==> config.mk <==
export PLATFORM = sky130hd
export DESIGN_NAME = tgarle_ram
export DESIGN_NICKNAME = d
export VERILOG_FILES = /design/src/hw/rtl/tgarle_ram.sv
export SDC_FILE = /design/constraint.sdc
export NUM_CORES = 1
export LEC_CHECK = 0
export BUFFER_PORTS_ARGS = -buffer_cell sky130_fd_sc_hd__clkbuf_2
export CAP_MARGIN = 20
export CORE_MARGIN = 2
export CORE_UTILIZATION = 30
export CTS_CLUSTER_SIZE = 16
export DETAILED_ROUTE_END_ITERATION = 8
export PLACE_DENSITY = 0.54
export SYNTH_ARGS = -nofsm -noshare
export SYNTH_HDL_FRONTEND = slang
export SYNTH_SLANG_ARGS = --single-unit
==> constraint.sdc <==
create_clock -name clk_i -period 3.35 [get_ports clk_i]
set_input_delay 0.1675 -clock clk_i [delete_from_list [all_inputs] [get_ports clk_i]]
set_output_delay 0.1675 -clock clk_i [all_outputs]
set_load 0.02 [all_outputs]
==> src/hw/rtl/tgarle_ram.sv <==
// tgarle_ram: generic single write port, single read port ram with registered read
// no dependencies
module tgarle_ram #(
  parameter int unsigned Width = 24,
  parameter int unsigned Depth = 64,
  localparam int unsigned AddrW = $clog2(Depth)
) (
  input  logic             clk_i,
  input  logic             we_i,
  input  logic [AddrW-1:0] waddr_i,
  input  logic [Width-1:0] wdata_i,
  input  logic             re_i,
  input  logic [AddrW-1:0] raddr_i,
  output logic [Width-1:0] rdata_o
);

  logic [Width-1:0] mem_q [Depth];
  logic [Width-1:0] rdata_q;

  // write port
  always_ff @(posedge clk_i) begin
    if (we_i) begin
      mem_q[waddr_i] <= wdata_i;
    end
  end

  // registered read, holds while re_i is low
  always_ff @(posedge clk_i) begin
    if (re_i) begin
      rdata_q <= mem_q[raddr_i];
    end
  end

  assign rdata_o = rdata_q;

endmodule

==> results of run 1 <==
-- power by group through the flow --
stage | registers [mW] | logic (mW) | clock network [mW]
floorplan | 22.1 | 1.07 | 0
global placement | 22.1 | 2.07 | 0
detailed placement | 22.1 | 2.09 | 0
CTS | 21.7 | 2.10 | 17.2
global route | 21.7 | 2.20 | 18.0
finish | 21.7 | 2.07 | 16.9
-- layer usage --
metal / part of all wire / GRT usage / vias to the layer above
met1: 0.43 / 0.204 / 15500
met3: 0.051 / 0.0206 / 178
li1: - / - / 11700
met5: 0 / 0 / -
met2: 0.50 / 0.253 / 870
met4: 0.023 / 0.0436 / 0
-- cells in the mapped netlist (16+ instances only) --
cell type and count:
buf_2 45, o22ai_1 53, clkbuf_1 44, buf_4 31, a22oi_1 29, nand3_1 20
mux4_2 355, and3_1 16, nor2_1 80, a221oi_1 52, nand2_1 36, edfxtp_1 1560
a21oi_1 22, mux2i_1 95, mux2_2 53
-- flip-flops by register name, summed over array words and instances (netlist names) --
register and count:
mem_q 1536, rdata_o 24
-- worst register-to-register path: cells and delay by family, from the launching register on --
family	cells	cell delay, ns
muxes	2	0.81
AOI/OAI and AO/OA	3	0.70
DFF	1	0.37
buffers and inverters	1	0.23
-- repair_timing --
item	CTS	global route
hold buffers	5	4
buffers inserted	0	0
endpoints found under the hold margin	91	137
-- kinds of logic after synthesis --
group	after synthesis
flip-flops	1560
multiplexers	503
AO/OA/AOI/OAI	207
AND/OR/NAND/NOR	196
buffers and inverters	144
-- layout by cell type (no fill, tap or decap), drive strengths merged, types with 5 or more instances in the layout --
cell type    count
clkbuf         250
a21oi           22
a221oi          52
nand3           20
mux2i           95
edfxtp        1560
and3            16
o22ai           53
mux4           355
a31oi           13
nor2            80
o21ai           18
o21a            13
inv              8
nor2b            9
nand2b           6
a22oi           29
nand2           36
dlygate4sd3      9
mux2            53
clkinv          67
diode            5
or3             10
buf            198
bufinv          11
-- metrics by stage --
stage / utilization / total power [mW] / worst slack [ns] / hold WS, ns / std cells
floorplan: - / 23.2 / 0.585 / 0.266 / 2610
global placement: 0.327 / 24.2 / 0.277 / 0.684 / 5360
detailed placement: 0.327 / 24.2 / 0.276 / 0.647 / 5361
CTS: 0.352 / 41.0 / 1.02 / 0.00513 / 5644
global route: 0.353 / 41.9 / 0.985 / 0.0404 / 5656
finish: 0.353 / 40.7 / 1.01 / 0.0688 / 5657
-- worst max path at each step --
stage,from,end,cells past startpoint
after global placement,raddr_i[0],rdata_o[21],8
final,mem_q[39][13],rdata_o[13],6
after floorplan,waddr_i[3],mem_q[48][0],4
after global routing,mem_q[39][13],rdata_o[13],6
after detailed placement,raddr_i[0],rdata_o[21],8
after CTS,mem_q[39][13],rdata_o[13],6
-- final cells by class --
type                    count  area (sq um)  share of cell area
multi-input cells         906         12200               0.175
repair buffers            266          2330              0.0336
diodes                      5          12.5            0.000180
clock buffers             191          4160              0.0599
inverters                   2          7.51            0.000108
well taps                2640          3300              0.0475
flip-flops and latches   1560         46800               0.674
clock inverters            87           716              0.0103
==> impl_metrics.csv, run 1 <==
group,metric,value,unit
clocking,clk_transition_reported_paths,0.06,ns
worst_setup_path,worst_r2r_startpoint,"mem_q[39][13]",
layout,synthToLayoutAreaGrowth,16.8,%
worst_setup_path,reg2reg_path_depth,6,
synthesis,largest_area_contributor_in_the_netlist,"edfxtp_1",
sta,worstMarginPinSlew,1.11,ns
min_path,min-delay-path-class,"primary input to register",
global_route,grt_start_max_net_pins,56,
placement,placedInstanceArea,64500,sq um
synthesis,muxShareOfSynthArea,0.160,
routing,drt.antenna.violating_nets,0,
placement,gpl.final_weighted_congestion,0.772,
worst_setup_path,worst-setup-path-type,"register to register",
worst_setup_path,capturing_element_type_of_the_critical_path,"register",
placement,placement.io_buffers,62,
synthesis,synth-xor-area-share,0,
floorplan,floorplan.core_area,197000,sq um
worst_setup_path,path_delay_family,"multiplexers",
routing,viasPerCell,5.00,
clocking,h_tree_lvls,4,
worst_setup_path,critical_path_arrival,2.87,ns
worst_setup_path,cp_slowest_cell,"mux4_2",
clocking,tritoncts,"built",
synthesis,synth_async_sr_flop_share,0,
job,cap_viol_max_count,0,
floorplan,die_width,449,microns
pwr,power_frac_seq,0.534,
global_route,grt_overflow,0,
worst_setup_path,worst_path_largest_cell_delay,0.50,ns
synthesis,ys_ff_latch,1560,
sta,tns,0,ns
pwr,total_switching_power,8.58,mW
sta,finalMaxSlewViolations,0,
clocking,tritoncts.num_buffers,156,
worst_setup_path,path_max_fanout,1,
clocking,total_clock_sinks,1560,
floorplan,die_height,449,microns
synthesis,post_synth_fa_ha_maj_area_fraction,0,
pwr,clockPowerShare,0.415,
worst_setup_path,r2r_slack,1.01,ns
synthesis,synthSimpleGateAreaFrac,0.0155,
routing,remaining_drc_errors,0,
global_route,grtUsageTotal,0.151,
routing,routed_wirelength,154,mm
sta,setup_violations,0,
worst_setup_path,critical_path_buf_inv_count,1,
worst_setup_path,timing.critical_path.from_type,"register",
sta,post-route-min-period,2.34,ns
pwr,internal-power,32.1,mW
placement,detailedPlacementHpwl,92.0,mm
status,status,"finished clean",
synthesis,seq_area_frac_synth,0.787,
pwr,power.density_cell_area,585,nW/um^2
synthesis,synth_top_area_share,0.787,
floorplan,cell_rows,163,
clocking,cts.root.buffer_cell,"clkbuf_16",
sta,final_hold_violating_endpoints,0,
floorplan,boundaryPins,63,
worst_setup_path,worstReg2RegEnd,"rdata_o[13]",
pwr,power_leakage,21.6,nW
worst_setup_path,cp.required,3.89,ns
synthesis,synthesis.instances,2610,
layout,post-route-cell-area,69500,sq um
routing,drt-wirelength-per-cell,27.3,microns
routing,first_pass_iters,5,
sta,layout_worst_path_cycle_share,0.697,
sta,maxSlewHeadroom,0.263,
synthesis,synth-edff-count,1560,
layout,filler_cell_count,18200,
synthesis,yosysWarnings,0,
pwr,max-vdd-ir-drop,0.000533,V
floorplan,dieArea,202000,sq um
pwr,swShare,0.211,
worst_setup_path,cp_cell_sequence,"mux4_2, mux2_2, a221oi_1, buf_4, a31oi_1, o21a_1",
clocking,insertion_delay,0.78,ns
sta,fin_worst_skew,0.0225,ns
pwr,comb_power_share,0.051,
routing,num_vias,28300,
synthesis,synthDistinctLibCells,39,
synthesis,post_synth.cell_area_avg,22.8,sq um
global_route,antenna_violations_before_repair,6,
floorplan,initial_core_util,0.302,
clocking,ctsLongestPathBuffers,3,
layout,final_layout_size_suffix_gt1_frac,0.315,
layout,design.final.nets,2931,
min_path,min-delay-start,"waddr_i[2]",
global_route,first_global_vias,28700,
routing,detail_route.iter0.violations,2939,
min_path,hold_end,"mem_q[48][18]",
sta,grt_setup_unrepaired,"no",
sta,timing_limited_maximum_frequency,428,MHz
synthesis,synth_top_cells_by_area,"edfxtp_1 79%, mux4_2 13%, mux2i_1 1.6%, mux2_2 1.0%, a221oi_1 0.76%",
clocking,cts_resized,0,
synthesis,synth_ff_type,"edfxtp_1",
synthesis,synth.cell_area,59500,sq um
synthesis,synthesis.nets,2649,
synthesis,combinational_family_with_the_most_area_after_synthesis,"multiplexers",
min_path,whs_path_depth,3,
synthesis,synth_compound_area_frac,0.0243,
global_route,wire_length_of_the_first_global_routing_pass,219,mm
(Power assumes the default switching activity.)
==> inputs of run 2 (changes only) <==
==> constraint.sdc (replaced) <==
create_clock -name clk_i -period 2.25 [get_ports clk_i]
set_input_delay 0.1125 -clock clk_i [delete_from_list [all_inputs] [get_ports clk_i]]
set_output_delay 0.1125 -clock clk_i [all_outputs]
set_load 0.02 [all_outputs]
==> run 2 against run 1 <==
Sequential share of layout area fell by 1.9 points. Flip-flop and latch count did not move. Global-route usage fell by 0.23 points. Worst setup slack got worse by 0.99 ns. First-iteration DRC count fell by 8.5%. Cell area rose by 2.9%. Register-to-register slack got worse by 0.99 ns. Maximum frequency rose by 4.9%. Clock power rose by 50%. Non-clock buffer count rose by 147. Routed wire length fell by 1.7%.
==> impl_metrics.csv, run 2 (synthesis results as in run 1) <==
group,metric,value,unit
sta,fin_worst_skew,0.0290,ns
worst_setup_path,path_delay_family,"compound AO/OA/AOI/OAI gates",
status,status,"finished clean",
floorplan,dieArea,202000,sq um
worst_setup_path,worst-setup-path-type,"register to register",
clocking,tritoncts.num_buffers,152,
floorplan,boundaryPins,63,
layout,max_flop_register,"mem_q",
global_route,grt_overflow,0,
pwr,total_power,61.0,mW
sta,whs,0.0149,ns
clocking,post_cts_setup_repair_bufs,0,
sta,tns,0,ns
floorplan,floorplan.core_area,197000,sq um
routing,remaining_drc_errors,0,
worst_setup_path,timing.critical_path.from_type,"register",
pwr,power.density_cell_area,853,nW/um^2
placement,detailedPlacementHpwl,92.8,mm
pwr,power_leakage,22.6,nW
worst_setup_path,critical_path_arrival,2.86,ns
global_route,grtUsageTotal,0.148,
sta,finalMaxSlewViolations,0,
floorplan,initial_core_util,0.302,
floorplan,cell_rows,163,
sta,post-route-min-period,2.23,ns
worst_setup_path,cp.required,2.88,ns
sta,final_hold_violating_endpoints,0,
sta,grt_setup_unrepaired,"no",
worst_setup_path,capturing_element_type_of_the_critical_path,"register",
clocking,h_tree_lvls,4,
routing,detail_route.iter0.violations,2690,
placement,dpl_worst_slack,-0.650,ns
layout,layout_common_cells,"1560 x edfxtp_1, 355 x mux4_2, 234 x buf_4",
sta,maxSlewHeadroom,0.0885,
min_path,min-delay-path-class,"primary input to register",
routing,viasPerCell,4.89,
global_route,grtUsageMet3,0.0184,
sta,worstMarginPinSlew,1.37,ns
sta,finalWorstSetupSlack,0.0238,ns
global_route,grt_start_max_net_pins,65,
layout,final_layout_size_suffix_gt1_frac,0.348,
routing,first_pass_iters,7,
global_route,grt_busiest_layer,"met2",
routing,routed_wirelength,152,mm
routing,drt-wirelength-per-cell,26.1,microns
floorplan,die_width,449,microns
clocking,cts.root.buffer_cell,"clkbuf_16",
global_route,first_global_vias,29700,
clocking,insertion_delay,0.77,ns
floorplan,die_height,449,microns
clocking,ctsLongestPathBuffers,3,
clocking,clk_transition_reported_paths,0.06,ns
placement,gpl.final_weighted_congestion,0.783,
job,cap_viol_max_count,0,
pwr,max-vdd-ir-drop,0.000749,V
global_route,antenna_violations_before_repair,11,
layout,layout.cells.most_common,"edfxtp_1",
sta,layout_worst_path_cycle_share,0.989,
global_route,grt_use_met1,0.197,
placement,placement.io_buffers,62,
worst_setup_path,cp_cell_sequence,"mux4_2, mux2i_1, buf_4, a221oi_1, o21a_1",
layout,design.final.nets,3074,
worst_setup_path,critical_path_buf_inv_count,1,
routing,num_vias,28400,
sta,timing_limited_maximum_frequency,449,MHz
routing,drt.antenna.violating_nets,0,
clocking,tritoncts,"built",
worst_setup_path,path_max_fanout,1,
layout,largest_register_ff_count,1536,
layout,synthToLayoutAreaGrowth,20.2,%
worst_setup_path,worst_path_largest_cell_delay,1.10,ns
global_route,wire_length_of_the_first_global_routing_pass,217,mm
worst_setup_path,cp_slowest_cell,"a221oi_1",
sta,setup_violations,0,
global_route,grt_util_met2,0.255,
clocking,total_clock_sinks,1560,
run 2: cell type report:
cell class                 instances  area [sq um]
fill                           18000        126000
sequential                      1560         46800
multi-input combinational        906         12200
timing repair buffer             413          4260
clock buffer                     186          4040
tap                             2640          3300
clock inverter                    92           886
inverter                           2          7.51
antenna                            3          7.51
run 2: final timing paths:
| path | from | slack (ns) | depth (start not counted) | to |
|---|---|---|---|---|
| setup / recovery | mem_q[9][19] | 0.02 | 5 | rdata_o[19] |
| hold reg to reg | mem_q[61][13] | 1.01 | 4 | rdata_o[13] |
| setup reg to reg | mem_q[9][19] | 0.02 | 5 | rdata_o[19] |
| hold / removal | wdata_i[3] | 0.01 | 2 | mem_q[24][3] |
run 2: per-layer routing:
| layer | vias up | part of all wire |
|---|---|---|
| met5 | - | 0 |
| met4 | 0 | 0.026 |
| met3 | 208 | 0.042 |
| met2 | 758 | 0.51 |
| met1 | 15400 | 0.43 |
| li1 | 12000 | - |
run 2: timing repair:
| item | 4_1_cts | 5_1_grt |
|---|---|---|
| pin swaps | 1 | 0 |
| endpoints found under the hold margin | 508 | 0 |
| gates resized for setup | 4 | 2 |
| hold buffers | 19 | 0 |
| endpoints found under the setup margin | 1 | 2 |
run 2: metrics by stage:
stage | cell area [sq um] | instances | utilization
after floorplan | 59500 | 2610 | -
final | 71600 | 5802 | 0.363
after detailed placement | 66400 | 5502 | 0.337
after global placement | 66400 | 5502 | 0.337
after CTS | 71500 | 5799 | 0.363
after global routing | 71600 | 5801 | 0.363
run 2: where the power goes:
part | leakage (nW) | switching, mW | internal [mW]
registers | 14.1 | 0.0892 | 32.2
logic | 6.12 | 1.97 | 1.40
clock network | 2.43 | 10.8 | 14.5
total | 22.6 | 12.9 | 48.2
==> inputs of run 3 (changes only) <==
--- a/config.mk
+++ b/config.mk
@@ -7,11 +7,13 @@
 export LEC_CHECK = 0
 export BUFFER_PORTS_ARGS = -buffer_cell sky130_fd_sc_hd__clkbuf_2
 export CAP_MARGIN = 20
+export CELL_PAD_IN_SITES_DETAIL_PLACEMENT = 1
+export CELL_PAD_IN_SITES_GLOBAL_PLACEMENT = 1
 export CORE_MARGIN = 2
 export CORE_UTILIZATION = 30
 export CTS_CLUSTER_SIZE = 16
 export DETAILED_ROUTE_END_ITERATION = 8
-export PLACE_DENSITY = 0.54
+export PLACE_DENSITY = 0.58
 export SYNTH_ARGS = -nofsm -noshare
 export SYNTH_HDL_FRONTEND = slang
 export SYNTH_SLANG_ARGS = --single-unit
==> run 3 against run 2 <==
Register-to-register slack better by 0.02 ns. Worst setup slack gained 0.024 ns. Routed wire length is 3.8% higher. Maximum frequency grew 1.1%. Cell area down 0.27%. Sequential share of layout area rose by 0.18 points. Total power is 0.47% lower. Critical endpoint is now rdata_o[11].
==> impl_metrics.csv, run 3 (synthesis results as in run 1) <==
group,metric,value,unit
global_route,first_global_vias,30600,
sta,final_hold_violating_endpoints,0,
layout,largest_register_ff_count,1536,
worst_setup_path,timing.critical_path.from_type,"register",
routing,detail_route.iter0.violations,2489,
pwr,internal-power,47.7,mW
clocking,total_clock_sinks,1560,
sta,post-route-min-period,2.20,ns
sta,tns,0,ns
job,cap_viol_max_count,0,
clocking,h_tree_lvls,4,
floorplan,cell_rows,163,
pwr,power_leakage,22.4,nW
layout,max_flop_register,"mem_q",
floorplan,boundaryPins,63,
worst_setup_path,path_delay_family,"compound AO/OA/AOI/OAI gates",
worst_setup_path,capturing_element_type_of_the_critical_path,"register",
worst_setup_path,r2r_slack,0.05,ns
routing,viasPerCell,4.92,
clocking,clk_transition_reported_paths,0.06,ns
placement,placement.io_buffers,62,
layout,design.final.nets,3045,
sta,setup_violations,0,
clocking,tritoncts,"built",
layout,post-route-util,0.362,
status,status,"finished clean",
min_path,min-delay-path-class,"primary input to register",
sta,finalWorstSetupSlack,0.0473,ns
pwr,swShare,0.214,
worst_setup_path,cp_cell_sequence,"mux4_2, mux2_2, a221oi_1, a31oi_1, o21a_1",
layout,filler_cell_count,19100,
sta,grt_setup_unrepaired,"no",
worst_setup_path,worst_path_largest_cell_delay,0.57,ns
worst_setup_path,cp_slowest_cell,"a221oi_1",
layout,layout.cells.most_common,"edfxtp_1",
worst_setup_path,path_max_fanout,1,
floorplan,die_height,449,microns
sta,layout_worst_path_cycle_share,0.979,
global_route,antenna_violations_before_repair,5,
routing,drt.antenna.violating_nets,0,
placement,detailedPlacementHpwl,96.1,mm
layout,layout_common_cells,"1560 x edfxtp_1, 355 x mux4_2, 186 x buf_4",
clocking,ctsLongestPathBuffers,3,
layout,synthToLayoutAreaGrowth,19.9,%
layout,final_layout_size_suffix_gt1_frac,0.338,
global_route,grtUsageTotal,0.156,
global_route,grt_start_max_net_pins,65,
clocking,tritoncts.num_buffers,158,
clocking,insertion_delay,0.78,ns
placement,gpl.final_weighted_congestion,0.757,
worst_setup_path,worst-setup-path-type,"register to register",
worst_setup_path,critical_path_buf_inv_count,0,
sta,fin_worst_skew,0.0211,ns
pwr,comb_power_share,0.056,
routing,first_pass_iters,7,
floorplan,die_width,449,microns
global_route,wire_length_of_the_first_global_routing_pass,228,mm
routing,drt-wirelength-per-cell,27.3,microns
floorplan,floorplan.core_area,197000,sq um
clocking,cts.root.buffer_cell,"clkbuf_16",
floorplan,initial_core_util,0.302,
sta,finalMaxSlewViolations,0,
routing,routed_wirelength,157,mm
worst_setup_path,cp.required,2.78,ns
placement,dpl_worst_slack,-0.395,ns
sta,worstMarginPinSlew,1.06,ns
clocking,post_cts_setup_repair_bufs,0,
pwr,power_frac_seq,0.532,
pwr,max-vdd-ir-drop,0.000760,V
sta,timing_limited_maximum_frequency,454,MHz
routing,num_vias,28400,
pwr,clockPowerShare,0.412,
routing,remaining_drc_errors,0,
pwr,power.density_cell_area,851,nW/um^2
pwr,total_switching_power,13.0,mW
floorplan,dieArea,202000,sq um
global_route,grt_overflow,0,
worst_setup_path,critical_path_arrival,2.74,ns
sta,maxSlewHeadroom,0.292,
## run 3: timing repair
action,4_1_cts,5_1_grt
gates cloned,0,0
gates resized for setup,2,3
pin swaps,0,1
endpoints found under the hold margin,573,0
hold buffers,19,0
endpoints found under the setup margin,2,4
## run 3: layer usage
layer	share of wire	global-route usage	vias up	wire length, microns
met1	0.43	0.204	15600	67000
met5	0	0	-	0
li1	-	-	12000	-
met4	0.021	0.0421	0	3230
met2	0.51	0.270	646	80800
met3	0.040	0.0213	182	6360
## run 3: area by class of cell
| class | instances | area (sq um) | area share |
|---|---|---|---|
| clock inverter | 93 | 689 | 0.00966 |
| antenna | 1 | 2.50 | 0.0000351 |
| tap | 2640 | 3300 | 0.0463 |
| clock buffer | 192 | 4150 | 0.0581 |
| multi-input combinational | 906 | 12200 | 0.171 |
| timing repair buffer | 378 | 4160 | 0.0583 |
| sequential | 1560 | 46800 | 0.656 |
| inverter | 2 | 7.51 | 0.000105 |
## run 3: per-stage QoR
| stage | cell area, sq um | total power [mW] | cells | hold slack, ns |
|---|---|---|---|---|
| floorplan | 59500 | 34.5 | 2610 | 0.211 |
| detailed placement | 66300 | 36.4 | 5467 | 0.641 |
| finish | 71400 | 60.7 | 5772 | 0.00545 |
| CTS | 71300 | 61.4 | 5771 | 0.0249 |
| global route | 71400 | 62.5 | 5772 | 0.0459 |
| global placement | 66300 | 36.3 | 5467 | 0.637 |
## run 3: power groups by stage
stage / clock network (mW) / logic, mW / registers (mW)
after floorplan: 0 / 1.59 / 32.9
after global placement: 0 / 3.37 / 32.9
after detailed placement: 0 / 3.42 / 32.9
after CTS: 25.6 / 3.46 / 32.3
after global routing: 26.6 / 3.60 / 32.3
final: 25.0 / 3.38 / 32.3
## run 3: worst paths after layout
check,startpoint,cells after the start,end
setup reg to reg,mem_q[55][11],5,rdata_o[11]
setup / recovery,mem_q[55][11],5,rdata_o[11]
hold reg to reg,mem_q[1][3],5,rdata_o[3]
hold / removal,wdata_i[21],2,mem_q[27][21]
## run 3: worst reg2reg max path, stage by stage (launching register included)
cell and delay, ns:
edfxtp_1 0.36, mux4_2 0.48, mux2_2 0.32, a221oi_1 0.57, a31oi_1 0.11, o21a_1 0.13
